<file path="src/rtl/cfbse_pkg.sv">
package cfbse_pkg;

    // Frame marker and escape codes on the serial line.
    localparam logic [7:0] START_BYTE = 8'hFF;
    localparam logic [7:0] ESC_BYTE   = 8'hFE;
    localparam logic [7:0] ESC_OF_FF  = 8'hFE;
    localparam logic [7:0] ESC_OF_FE  = 8'hFD;

    localparam int ID_BYTES             = 4;
    localparam int HDR_CELLS            = 2 + ID_BYTES;
    localparam int DATA_FIELDS          = 8;
    localparam int MAX_DATA_BYTES_DEF   = 8;
    localparam int LEN_W                = 4;
    localparam int CNT_W                = 5;

    // One frame byte held in a cell. When esc is set, the cell first sends
    // the escape prefix and then code, which already holds the second byte.
    typedef struct packed {
        logic       valid;
        logic       esc;
        logic       last;
        logic [7:0] code;
    } t_cell;

    typedef struct packed {
        logic load;
        logic shift;
        logic unesc;
    } t_cell_ctl;

    function automatic t_cell plain_cell(logic [7:0] b, logic v, logic l);
        t_cell c;
        c.valid = v;
        c.esc   = 1'b0;
        c.last  = l;
        c.code  = b;
        return c;
    endfunction

    function automatic t_cell escaped_cell(logic [7:0] b, logic v, logic l);
        t_cell c;
        c.valid = v;
        c.last  = l;
        c.esc   = (b == START_BYTE) || (b == ESC_BYTE);
        c.code  = (b == START_BYTE) ? ESC_OF_FF :
                  (b == ESC_BYTE)   ? ESC_OF_FE : b;
        return c;
    endfunction

endpackage

</file>
<file path="src/rtl/cfbse_cell.sv">
module cfbse_cell (
    input  logic                  i_clk,
    input  logic                  i_rst_n,
    input  cfbse_pkg::t_cell_ctl  i_ctl,
    input  cfbse_pkg::t_cell      i_load_val,
    input  cfbse_pkg::t_cell      i_neighbor,
    output cfbse_pkg::t_cell      o_cell
);

    cfbse_pkg::t_cell r_cell;
    cfbse_pkg::t_cell n_cell;

    always_comb begin
        n_cell = r_cell;
        priority if (i_ctl.load) begin
            n_cell = i_load_val;
        end else if (i_ctl.shift) begin
            n_cell = i_neighbor;
        end else if (i_ctl.unesc) begin
            n_cell.esc = 1'b0;
        end else begin
            n_cell = r_cell;
        end
    end

    always_ff @(posedge i_clk) begin
        if (!i_rst_n) begin
            r_cell <= '0;
        end else begin
            r_cell <= n_cell;
        end
    end

    assign o_cell = r_cell;

endmodule

</file>
<file path="src/rtl/can_frame_byte_stuff_encoder.sv">
// The start byte is shown on the output in the cycle after a message transaction.
// Throughput: one frame byte per cycle while the output accepts. A frame is 6 to
// 2 + 2 * (4 + MAX_DATA_BYTES) bytes long (26 at the default); the rate is set by the single
// output byte drained from the head of the cell row.
// The next message is taken in the cycle the last byte of the current frame leaves.
// Reset (synchronous, active low) empties every cell; no frame is in flight afterwards.
module can_frame_byte_stuff_encoder #(
    parameter int MAX_DATA_BYTES = cfbse_pkg::MAX_DATA_BYTES_DEF
) (
    input  logic         i_clk,
    input  logic         i_rst_n,
    input  logic         i_s_axis_tvalid,
    output logic         o_s_axis_tready,
    // From bit 0 up: msg_id[31:0], data_len[35:32], data_0[43:36], data_1[51:44],
    // data_2[59:52], data_3[67:60], data_4[75:68], data_5[83:76], data_6[91:84],
    // data_7[99:92], zero fill[103:100].
    input  logic [103:0] i_s_axis_tdata,
    output logic         o_m_axis_tvalid,
    input  logic         i_m_axis_tready,
    // From bit 0 up: out_byte[7:0].
    output logic [7:0]   o_m_axis_tdata,
    // frame_end: marks the final byte of the frame.
    output logic         o_m_axis_tlast
);

    // The row holds the whole frame before stuffing: start byte, length byte,
    // four identifier bytes and the data bytes. Each cell carries one byte and
    // knows whether it still owes an escape prefix. Cell 0 is the head and
    // drives the output; the row shifts toward it one cell per fully sent head cell.
    localparam int NCELLS = cfbse_pkg::HDR_CELLS + MAX_DATA_BYTES;

    cfbse_pkg::t_cell     w_cell [NCELLS];
    cfbse_pkg::t_cell     w_load [NCELLS];
    cfbse_pkg::t_cell_ctl w_ctl  [NCELLS];

    logic [31:0] w_id;
    logic [cfbse_pkg::LEN_W-1:0] w_len_in;
    logic [cfbse_pkg::LEN_W-1:0] w_len;
    logic [cfbse_pkg::CNT_W-1:0] w_used;
    logic [7:0]  w_data [cfbse_pkg::DATA_FIELDS];
    logic        w_in_take;
    logic        w_out_take;

    assign w_id     = i_s_axis_tdata[31:0];
    assign w_len_in = i_s_axis_tdata[35:32];

    // Lengths above the configured maximum are clamped; the length byte
    // reports the four identifier bytes plus the clamped count.
    assign w_len = (w_len_in > cfbse_pkg::LEN_W'(MAX_DATA_BYTES)) ?
                   cfbse_pkg::LEN_W'(MAX_DATA_BYTES) : w_len_in;
    // Number of cells the frame occupies before stuffing.
    assign w_used = cfbse_pkg::CNT_W'(cfbse_pkg::HDR_CELLS) + cfbse_pkg::CNT_W'(w_len);

    for (genvar d = 0; d < cfbse_pkg::DATA_FIELDS; d++) begin : g_data
        assign w_data[d] = i_s_axis_tdata[36 + 8*d +: 8];
    end

    // A head byte leaves on every output transaction. If it still owes the
    // escape prefix, only the prefix leaves and the row holds.
    assign o_m_axis_tvalid = w_cell[0].valid;
    assign o_m_axis_tdata  = w_cell[0].esc ? cfbse_pkg::ESC_BYTE : w_cell[0].code;
    assign o_m_axis_tlast  = w_cell[0].last && !w_cell[0].esc;
    assign w_out_take      = o_m_axis_tvalid && i_m_axis_tready;

    // Valid cells always sit contiguously from the head, so an empty head
    // means an empty row. A new message is also taken while the final byte
    // of the previous frame leaves.
    assign o_s_axis_tready = !w_cell[0].valid || (w_out_take && o_m_axis_tlast);
    assign w_in_take       = i_s_axis_tvalid && o_s_axis_tready;

    for (genvar k = 0; k < NCELLS; k++) begin : g_cell
        if (k == 0) begin : g_start
            assign w_load[k] = cfbse_pkg::plain_cell(cfbse_pkg::START_BYTE, 1'b1, 1'b0);
        end else if (k == 1) begin : g_length
            // The length byte is never escaped.
            assign w_load[k] = cfbse_pkg::plain_cell(
                8'(cfbse_pkg::ID_BYTES) + 8'(w_len), 1'b1, 1'b0);
        end else if (k < cfbse_pkg::HDR_CELLS) begin : g_ident
            localparam logic [cfbse_pkg::CNT_W-1:0] KIDX = cfbse_pkg::CNT_W'(k);
            // Identifier goes out little-endian. With no data bytes the top
            // identifier byte closes the frame.
            assign w_load[k] = cfbse_pkg::escaped_cell(w_id[8*(k-2) +: 8], 1'b1,
                (KIDX + cfbse_pkg::CNT_W'(1)) == w_used);
        end else begin : g_payload
            localparam logic [cfbse_pkg::CNT_W-1:0] KIDX = cfbse_pkg::CNT_W'(k);
            assign w_load[k] = cfbse_pkg::escaped_cell(
                w_data[k - cfbse_pkg::HDR_CELLS], KIDX < w_used,
                (KIDX + cfbse_pkg::CNT_W'(1)) == w_used);
        end

        assign w_ctl[k].load  = w_in_take;
        assign w_ctl[k].shift = w_out_take && !w_cell[0].esc;
        assign w_ctl[k].unesc = (k == 0) && w_out_take && w_cell[0].esc;

        if (k == NCELLS - 1) begin : g_tail
            cfbse_cell u_cell (
                .i_clk      (i_clk),
                .i_rst_n    (i_rst_n),
                .i_ctl      (w_ctl[k]),
                .i_load_val (w_load[k]),
                .i_neighbor ('0),
                .o_cell     (w_cell[k])
            );
        end else begin : g_body
            cfbse_cell u_cell (
                .i_clk      (i_clk),
                .i_rst_n    (i_rst_n),
                .i_ctl      (w_ctl[k]),
                .i_load_val (w_load[k]),
                .i_neighbor (w_cell[k+1]),
                .o_cell     (w_cell[k])
            );
        end
    end

endmodule

</file>
<file path="config.mk">
export PLATFORM = sky130hd
export DESIGN_NAME = can_frame_byte_stuff_encoder
export DESIGN_NICKNAME = d
export VERILOG_FILES = /design/src/rtl/cfbse_pkg.sv /design/src/rtl/cfbse_cell.sv /design/src/rtl/can_frame_byte_stuff_encoder.sv
export SDC_FILE = /design/constraint.sdc
export NUM_CORES = 1
export LEC_CHECK = 0
export ABC_AREA = 1
export BUFFER_PORTS_ARGS = -buffer_cell sky130_fd_sc_hd__clkbuf_2
export CORE_MARGIN = 5
export CORE_UTILIZATION = 40
export CTS_BUF_LIST = sky130_fd_sc_hd__clkbuf_8
export CTS_CLUSTER_SIZE = 25
export DETAILED_ROUTE_END_ITERATION = 12
export GPL_TIMING_DRIVEN = 1
export PLACE_DENSITY_LB_ADDON = 0.1
export SYNTH_ARGS = -nofsm -noshare
export SYNTH_HDL_FRONTEND = slang
export SYNTH_SLANG_ARGS = --single-unit
</file>
<file path="constraint.sdc">
create_clock -name i_clk -period 3.2 [get_ports i_clk]
set_clock_uncertainty 0.2 [all_clocks]
set_input_delay 0.16 -clock i_clk [delete_from_list [all_inputs] [get_ports i_clk]]
set_output_delay 0.16 -clock i_clk [all_outputs]
set_load 0.01 [all_outputs]
</file>
==> results of run 1 <==
-- stage by stage --
| step | total power, W | setup slack (ns) | cell area, µm² |
|---|---|---|---|
| global route | 0.00486 | 0.503 | 10800 |
| detailed placement | 0.00304 | 0.848 | 9280 |
| finish | 0.00458 | 0.703 | 10800 |
| floorplan | 0.00277 | 1.49 | 8540 |
| CTS | 0.00464 | 0.726 | 10800 |
| global placement | 0.00303 | 0.890 | 9280 |
-- report_power, final --
group | total (W) | internal, W | leakage, nW | switching [W]
Clock | 0.00147 | 0.000654 | 0.193 | 0.000818
Combinational | 0.000986 | 0.000402 | 4.01 | 0.000584
Sequential | 0.00213 | 0.00206 | 1.27 | 0.0000609
-- repair_timing --
action / in CTS / in global routing
buffers inserted: 0 / 0
hold buffers: 117 / 0
endpoints found under the hold margin: 105 / 0
-- registers in the layout, summed over array words and instances (netlist names) --
signal and cells:
g_cell.g_tail.u_cell.o_cell 11, g_cell.g_body.u_cell.o_cell 143
-- critical path, delay by kind of cell --
kind                   cells  cell delay, ns
AO/OA/AOI/OAI              1            0.11
buffers and inverters      4            1.78
AND/OR/NAND/NOR            5            0.63
-- routing by layer --
layer,routed length (µm),track usage [%],vias to the layer above
met5,0,0,-
met4,541,6.67,0
met3,1010,3.11,38
met2,11000,33.3,180
met1,12300,28.4,3911
li1,-,-,4751
-- Yosys cell counts --
| library cell | number | share of area, % |
|---|---|---|
| ha_1 | 5 | 0.73 |
| a21oi_1 | 64 | 3.8 |
| o21ai_1 | 6 | 0.35 |
| nand3_1 | 70 | 4.1 |
| or2_2 | 8 | 0.59 |
| clkbuf_1 | 40 | 1.8 |
| buf_6 | 3 | 0.40 |
| nor2_4 | 1 | 0.13 |
| dfxtp_1 | 154 | 36 |
| o21ai_0 | 61 | 3.6 |
| nand3b_1 | 33 | 2.9 |
| inv_1 | 197 | 8.7 |
| a21boi_2 | 1 | 0.13 |
| o21a_1 | 3 | 0.26 |
| o211ai_1 | 2 | 0.18 |
| nand2_1 | 494 | 22 |
| inv_2 | 2 | 0.088 |
| buf_4 | 2 | 0.18 |
| nand4_1 | 2 | 0.15 |
| nor2_1 | 271 | 12 |
| nand2_2 | 3 | 0.22 |
| buf_2 | 32 | 1.9 |
| nand3_2 | 1 | 0.12 |
| buf_1 | 2 | 0.088 |
-- worst max-delay path by stage --
stage	from	end	slack (ns)	cells after the start
floorplan	g_cell[0].g_body.u_cell.o_cell[10]	g_cell[10].g_body.u_cell.o_cell[7]	1.49	9
global route	i_s_axis_tdata[7]	g_cell[2].g_body.u_cell.o_cell[0]	0.50	10
global placement	g_cell[0].g_body.u_cell.o_cell[9]	g_cell[0].g_body.u_cell.o_cell[0]	0.89	7
detailed placement	g_cell[0].g_body.u_cell.o_cell[9]	g_cell[0].g_body.u_cell.o_cell[2]	0.85	7
CTS	i_s_axis_tdata[7]	g_cell[2].g_body.u_cell.o_cell[0]	0.73	10
finish	i_s_axis_tdata[7]	g_cell[2].g_body.u_cell.o_cell[0]	0.70	10
-- kinds of logic after synthesis --
| kind of cell | synth area share (%) |
|---|---|
| and+or+nand+nor | 41.9 |
| buffers and inverters | 13.0 |
| DFF | 36.1 |
| AOI/OAI and AO/OA | 8.25 |
| adders and majority gates | 0.733 |
-- final cells by class --
cell class	count	area [µm²]	area share (%)
inverters	199	749	6.92
clock inverters	14	140	1.29
well taps	275	344	3.18
repair buffers	246	1920	17.7
flip-flops and latches	154	3080	28.5
multi-input cells	1025	4350	40.2
clock buffers	18	248	2.29
==> results.yml, run 1 <==
job:
  drv_cap: 0
placed_design:
  place_inst: 1782
  place.gp.congestion: 0.829
  hpwl_um: 16100
  io_buffers: 114
min_path:
  whs_path_depth: 3
  min_to: "g_cell[7].g_body.u_cell.o_cell[0]"
  min_path_type: "in2reg"
  holdCritStartpoint: "i_rst_n"
global_route:
  grt_pass1_wl_um: 41300
  grt_pass1_vias: 8483
  antenna_found_initial: 0
  grt_overflow: 0
  grt_max_degree: 84
  grt_use_total_pct: 20.6
floorplan:
  fp.dieW_um: 156
  rows: 53
  start_util_pct: 40.6
  die_area_um2: 24400
  pin_count: 119
  die_h_um: 156
  core-area_um2: 21000
final_layout:
  instances_no_fill: 1931
  fin_util_pct: 51.5
  layout-drive-gt1-share_pct: 10.7
  final_common_cell: "nand2_1"
  syn_to_final_growth_pct: 26.9
  layout_common_cells: "493 x nand2_1, 271 x nor2_1, 197 x inv_1"
  num_antenna_cells: 0
  final_nets: 1756
  fillCellCount: 2231
timing:
  max_freq_mhz: 400
  finalMaxSlewViolations: 0
  tns_ns: 0
  fin_crit_ns: 2.50
  setup_viol: 0
  hold_violations: 0
  post-route-period-util_pct: 78.0
  worst_slew_pin_slew_ns: 0.546
  whs_ns: 0.0369
  rsz0062_at_grt: "no"
  relSlewSlack_pct: 63.6
worst_setup_path:
  required_ns: 3.38
  crit_path_top_delay_cell: "dlygate4sd3_1"
  worst_r2r_path_depth: 7
  reg2reg_from: "g_cell[0].g_body.u_cell.o_cell[9]"
  crit_fanout: 3
  r2r_end: "g_cell[0].g_body.u_cell.o_cell[2]"
  cp.arrival_ns: 2.68
  r2r_setup_slack_ns: 0.86
  crit_chain: "dlygate4sd3_1 > clkbuf_2 > nand2_1 > nor2_1 > nand2_1 > nand2_1 > dlygate4sd3_1 > nand3_1 > dlygate4sd3_1 > a21oi_1"
  cpPeakStageDelay_ns: 0.57
  start_kind: "input pin"
  end_kind: "flop"
  path_class: "in2reg"
status:
  status: "finished clean"
clocking:
  cts_tree: "built"
  clock_latency_ns: 0.46
  clock-root-buffer: "clkbuf_8"
  cts_resized: 0
  numCtsBuffers: 17
  h-tree-depth: 4
  clockBufferDepth: 2
  clkSlewWorstSetupHoldPaths_ns: 0.09
  clock_sinks: 154
synth:
  syn_area_per_cell_um2: 5.86
  synth.distinct_cells: 24
  syn_nets: 1570
  yosys_warnings: 0
  synth_seq_cells: 154
  seq_area_frac_synth_pct: 36.1
  netlist_area_um2: 8540
  synthesis.instances: 1457
power_and_ir_drop:
  max-vdd-ir-drop_v: 0.000242
  leakage_nw: 5.47
  powerDensity_nw_per_um2: 423
route:
  detailroute.via_count: 8880
  firstDrtPassIters: 5
  drt-initial-drc-count: 592
  post-route-drc-count: 0
  antenna_left: 0
  wl_per_cell_um: 12.9
  viasPerCell: 4.60
  wl_um: 24800
(Power assumes the default switching activity.)
==> run 2, diff against run 1 <==
==> constraint.sdc (replaced) <==
create_clock -name i_clk -period 2.4 [get_ports i_clk]
set_clock_uncertainty 0.2 [all_clocks]
set_input_delay 0.12 -clock i_clk [delete_from_list [all_inputs] [get_ports i_clk]]
set_output_delay 0.12 -clock i_clk [all_outputs]
set_load 0.01 [all_outputs]
==> run 2 against run 1 <==
  * Worst hold slack improved by 0.11 ns
  * Utilization up 1.2 points
  * Worst setup slack got worse by 0.62 ns
  * Sequential power increased by 33%
  * Die area unchanged
  * Critical endpoint is now g_cell[7].g_body.u_cell.o_cell[0]
  * Sequential cell count did not move
  * Global-route usage up 0.23 points
  * Via count up 1.3%
  * Clock power rose by 23%
  * Sequential share of layout area down 0.63 points
  * Non-clock buffer count increased by 18
  * Count of clock-buffer cells in the layout grew 1
==> results.yml, run 2 (synthesis gave the netlist of run 1 again) <==
final_layout:
  layout_common_cells: "493 x nand2_1, 262 x nor2_1, 198 x inv_1"
  syn_to_final_growth_pct: 29.9
  final_nets: 1774
  area.sequential_um2: 3080
  layout-drive-gt1-share_pct: 12.1
  fin_area_um2: 11100
  multi_input_area_um2: 4390
  num_antenna_cells: 0
  fillCellCount: 2197
  largest_register_ffs: 143
  final_common_cell: "nand2_1"
clocking:
  clock_latency_ns: 0.46
  numCtsBuffers: 17
  clkSlewWorstSetupHoldPaths_ns: 0.09
  clock-root-buffer: "clkbuf_8"
  clock_sinks: 154
  clockBufferDepth: 2
  cts_tree: "built"
  h-tree-depth: 4
route:
  wl_met1_um: 12500
  detailroute.via_count: 8993
  wl_um: 25100
  post-route-drc-count: 0
  wl_per_cell_um: 12.9
  firstDrtPassIters: 4
  antenna_left: 0
  drt-initial-drc-count: 627
  top_layer: "met4"
  viasPerCell: 4.61
  wl_met3_um: 978
  wl_met2_um: 11200
global_route:
  grt_pass1_vias: 8520
  antenna_found_initial: 0
  grt_use_total_pct: 20.8
  grt_max_degree: 74
  grt_pass1_wl_um: 41600
  grt_overflow: 0
timing:
  setup_viol: 0
  hold_violations: 0
  max_freq_mhz: 432
  worst_slew_pin_slew_ns: 0.520
  fin_crit_ns: 2.31
  finalMaxSlewViolations: 0
  tns_ns: 0
  post-route-period-util_pct: 96.4
  rsz0062_at_grt: "no"
  relSlewSlack_pct: 65.3
worst_setup_path:
  crit_buf_inv: 4
  path_class: "in2reg"
  start_kind: "input pin"
  cpPeakStageDelay_ns: 0.56
  required_ns: 2.58
  cp.arrival_ns: 2.50
  end_kind: "flop"
  crit_path_top_delay_cell: "dlygate4sd3_1"
  crit_chain: "dlygate4sd3_1 > clkbuf_2 > nand2_1 > nor2_2 > nand2_1 > nand2_1 > dlygate4sd3_1 > nand3_1 > dlygate4sd3_1 > a21oi_1"
  critPathTopFamily: "buffers and inverters"
  crit_fanout: 3
job:
  drv_cap: 0
power_and_ir_drop:
  leakage_nw: 5.57
  max-vdd-ir-drop_v: 0.000301
  powerDensity_nw_per_um2: 544
floorplan:
  die_h_um: 156
  start_util_pct: 40.6
  fp.dieW_um: 156
  core-area_um2: 21000
  die_area_um2: 24400
  pin_count: 119
  rows: 53
placed_design:
  placedInstanceArea_um2: 9450
  io_buffers: 114
  hpwl_um: 16400
  place.gp.congestion: 0.856
min_path:
  min_path_type: "in2reg"
status:
  status: "finished clean"
## run 2: what timing repair did
| item | in CTS | in global routing |
|---|---|---|
| endpoints found under the hold margin | 127 | 0 |
| hold buffers | 122 | 0 |
| gates resized for setup | 0 | 14 |
| endpoints found under the setup margin | 0 | 8 |
| setup buffers | 0 | 0 |
## run 2: routing by layer
metal	vias to the layer above	global-route usage [%]
li1	4795	-
met5	-	0
met2	169	34.0
met3	30	3.63
met1	3999	28.5
met4	0	5.75
## run 2: layout make-up
class	count	area share, %
Clock buffer	19	2.36
Clock inverter	13	0.869
Inverter	199	6.76
Multi-Input combinational cell	1025	39.6
Sequential cell	154	27.8
Tap cell	275	3.10
Timing Repair Buffer	264	19.5
## run 2: worst reg2reg max path: stages, from the launching register on
cell	delay (ns)
dfxtp_2	0.38
inv_1	0.08
nand3_2	0.10
a21boi_4	0.16
buf_12	0.23
buf_6	0.20
nand3_1	0.11
dlygate4sd3_1	0.59
a21oi_1	0.15
## run 2: final timing paths
| path | start | endpoint | slack (ns) | cells after the start |
|---|---|---|---|---|
| worst min-delay path | i_s_axis_tdata[34] | g_cell[1].g_body.u_cell.o_cell[2] | 0.15 | 6 |
| worst max register to register | g_cell[0].g_body.u_cell.o_cell[9] | g_cell[5].g_body.u_cell.o_cell[0] | 0.14 | 8 |
| worst min register to register | g_cell[2].g_body.u_cell.o_cell[7] | g_cell[1].g_body.u_cell.o_cell[7] | 0.26 | 2 |
| worst max-delay path | i_s_axis_tdata[50] | g_cell[7].g_body.u_cell.o_cell[0] | 0.09 | 10 |
## run 2: stage by stage
stage	hold WS [ns]	power [W]	worst slack, ns	instances	utilization [%]
global placement	0.180	0.00409	0.390	1795	44.9
detailed placement	0.185	0.00410	0.328	1795	44.9
floorplan	0.0682	0.00369	0.689	1457	-
CTS	0.100	0.00608	0.0330	1949	52.5
global route	0.225	0.00642	0.0106	1949	52.7
finish	0.150	0.00603	0.0869	1949	52.7
## run 2: power breakdown
part           switching (W)  total (W)  internal, W
clock network        0.00103    0.00181     0.000773
logic               0.000800    0.00139     0.000591
registers          0.0000818    0.00283      0.00275
==> run 3, diff against run 2 <==
--- a/config.mk
+++ b/config.mk
@@ -16,4 +16,5 @@
 export PLACE_DENSITY_LB_ADDON = 0.1
 export SYNTH_ARGS = -nofsm -noshare
 export SYNTH_HDL_FRONTEND = slang
+export SYNTH_HIERARCHICAL = 1
 export SYNTH_SLANG_ARGS = --single-unit
==> run 3 against run 2 <==
  * Wire length decreased by 2.5%
  * Utilization decreased by 3.9 points
  * Global-route usage fell by 3.9 points
  * Final cell count rose by 19%
  * First-iteration DRC count down 18%
  * Critical path depth is the same
  * Non-clock buffer count fell by 34
  * Fmax grew 7.5%
  * Register-to-register slack better by 0.11 ns
  * Worst setup slack improved by 0.16 ns
  * Sequential power rose by 7.8%
==> results.yml, run 3 <==
route:
  wl_um: 24500
  drt-initial-drc-count: 517
  antenna_left: 0
  post-route-drc-count: 0
  firstDrtPassIters: 5
  wl_per_cell_um: 10.5
  detailroute.via_count: 9861
  viasPerCell: 4.25
worst_setup_path:
  required_ns: 2.55
  crit_path_top_delay_cell: "dfxtp_2"
  critPathTopFamily: "buffers and inverters"
  start_kind: "flop"
  path_class: "reg2reg"
  cpPeakStageDelay_ns: 0.40
  end_kind: "flop"
  cp.arrival_ns: 2.31
  crit_fanout: 39
  critPathLaunch: "g_cell[0].g_body.u_cell/o_cell[9]"
  crit_buf_inv: 3
  crit_chain: "nor2_4 > nand3_2 > a21boi_4 > buf_12 > buf_4 > inv_2 > nand2_1 > nand2_1 > nor2_1 > nor2_1"
  reg2reg_from: "g_cell[0].g_body.u_cell/o_cell[9]"
timing:
  setup_ws_ns: 0.248
  finalMaxSlewViolations: 0
  max_freq_mhz: 465
  fin_crit_ns: 2.15
  worst_slew_pin_slew_ns: 0.791
  relSlewSlack_pct: 47.2
  setup_viol: 0
  hold_violations: 0
  post-route-period-util_pct: 89.7
  rsz0062_at_grt: "no"
synth:
  synth_edf_count: 0
  yosys.area.top_type: "nand2_1"
  synth.most_common_cell: "nand2_1"
  async_flop_share_pct: 0
  synthesis.instances: 1836
  synth_common_cells: "828 x nand2_1, 357 x nor2_1, 229 x inv_1"
  synth_seq_cells: 154
  netlist_area_um2: 10000
  netlist.area_leader.share_pct: 31.1
  seq_area_frac_synth_pct: 30.8
  yosys_warnings: 6
  syn_area_per_cell_um2: 5.45
  ys.flop_type: "dfxtp_1"
  ys_top_cells_by_area: "nand2_1 31%, dfxtp_1 31%, nor2_1 13%"
  synth.distinct_cells: 24
clocking:
  clock_sinks: 154
  cts_tree: "built"
  numCtsBuffers: 17
  clkSlewWorstSetupHoldPaths_ns: 0.10
  ctsHoldBuffers: 100
  clock-root-buffer: "clkbuf_8"
  clockBufferDepth: 2
  clock_latency_ns: 0.45
  cts_resized: 0
  postCtsSetupRepairBufs: 0
  h-tree-depth: 4
global_route:
  grt_pass1_vias: 9035
  grt_pass1_wl_um: 40700
  antenna_found_initial: 0
  grt_overflow: 0
  grt_max_degree: 52
  grt_use_total_pct: 17.0
floorplan:
  rows: 57
  pin_count: 119
  fp.dieW_um: 168
  core-area_um2: 24500
  start_util_pct: 40.9
  die_area_um2: 28300
  die_h_um: 168
final_layout:
  instances_no_fill: 2322
  syn_to_final_growth_pct: 19.5
  final_nets: 2098
  final_common_cell: "nand2_1"
  largest_register_ffs: 143
  num_antenna_cells: 0
  layout-drive-gt1-share_pct: 11.3
  multi_input_area_um2: 5340
  layout_common_cells: "828 x nand2_1, 355 x nor2_1, 230 x inv_1"
  area.sequential_um2: 3090
  fillCellCount: 2616
power_and_ir_drop:
  p_int_w: 0.00473
  power.net_switching_w: 0.00246
  powerDensity_nw_per_um2: 601
  netSwitchingFraction_pct: 34.2
  seqPwrFrac_pct: 42.4
  clockPowerShare_pct: 28.8
  max-vdd-ir-drop_v: 0.000268
  comb_power_share_pct: 28.7
  leakage_nw: 6.46
placed_design:
  io_buffers: 114
  pre_cts_ws_ns: 0.242
  hpwl_um: 16900
  place_inst: 2190
  place.gp.congestion: 0.824
job:
  drv_cap: 0
status:
  status: "finished clean"
min_path:
  holdCritStartpoint: "i_s_axis_tdata[44]"
  min_path_type: "in2reg"
## run 3: cell count changes after synthesis, moves of 14 or more
cell / previous run / this run
buf_6: 3 / 28
nor2_2: 0 / 17
nor2_1: 271 / 357
nand2_1: 494 / 828
o21ai_0: 61 / 0
clkbuf_1: 40 / 88
buf_2: 32 / 0
a21oi_1: 64 / 25
a21oi_2: 0 / 15
buf_4: 2 / 28
nand3_1: 70 / 3
inv_2: 2 / 16
inv_1: 197 / 229
nand3b_1: 33 / 1
## run 3: cell type report
type,count,share of cell area (%)
clock inverter,15,1.48
timing repair buffer,230,15.0
inverter,245,7.69
clock buffer,17,1.96
tap,324,3.39
sequential,154,25.8
multi-input combinational,1337,44.7
## run 3: worst register-to-register path, stage by stage (launching register included)
cell and delay, ns:
dfxtp_2 0.40, nor2_4 0.14, nand3_2 0.10, a21boi_4 0.24, buf_12 0.24, buf_4 0.30, inv_2 0.14, nand2_1 0.08
nand2_1 0.07, nor2_1 0.10, nor2_1 0.04
## run 3: path summary, 6_finish.rpt
check | slack, ns | to | depth (start not counted)
worst min-delay path | 0.02 | g_cell[7].g_body.u_cell/o_cell[0] | 7
worst max register to register | 0.25 | g_cell[4].g_body.u_cell/o_cell[5] | 10
worst max-delay path | 0.25 | g_cell[4].g_body.u_cell/o_cell[5] | 10
worst min register to register | 0.31 | g_cell[13].g_tail.u_cell/o_cell[5] | 4
## run 3: metal layers
layer | track usage, % | wire, µm | vias to the layer above
met4 | 3.35 | 199 | 0
met2 | 29.9 | 11900 | 121
met1 | 21.9 | 11700 | 4225
met5 | 0 | 0 | -
li1 | - | - | 5502
met3 | 2.88 | 689 | 13
## run 3: power groups by stage
stage / sequential [W] / combinational [W] / clock [W]
after detailed placement: 0.00311 / 0.00196 / 0
after floorplan: 0.00306 / 0.00168 / 0
after CTS: 0.00305 / 0.00210 / 0.00216
after global placement: 0.00311 / 0.00194 / 0
final: 0.00305 / 0.00207 / 0.00207
after global routing: 0.00309 / 0.00243 / 0.00225
## run 3: cell families after synthesis
logic type	Yosys count	synth area share (%)
AO/OA/AOI/OAI	43	2.78
AND/OR/NAND/NOR	1243	48.0
buffers and inverters	389	17.7
adder cells (fa/ha/maj)	5	0.625
flip-flops	154	30.8
other	2	0.0750
## run 3: through the flow
stage / hold slack (ns) / util [%] / power [W] / cell area [µm²] / TNS [ns]
after floorplan: 0.0458 / - / 0.00473 / 10200 / -9.00
after global placement: 0.245 / 43.1 / 0.00505 / 10500 / 0
after detailed placement: 0.251 / 43.1 / 0.00507 / 10500 / 0
after CTS: 0.00961 / 48.9 / 0.00731 / 12000 / 0
after global routing: 0.0344 / 48.9 / 0.00777 / 12000 / 0
final: 0.0246 / 48.9 / 0.00719 / 12000 / 0
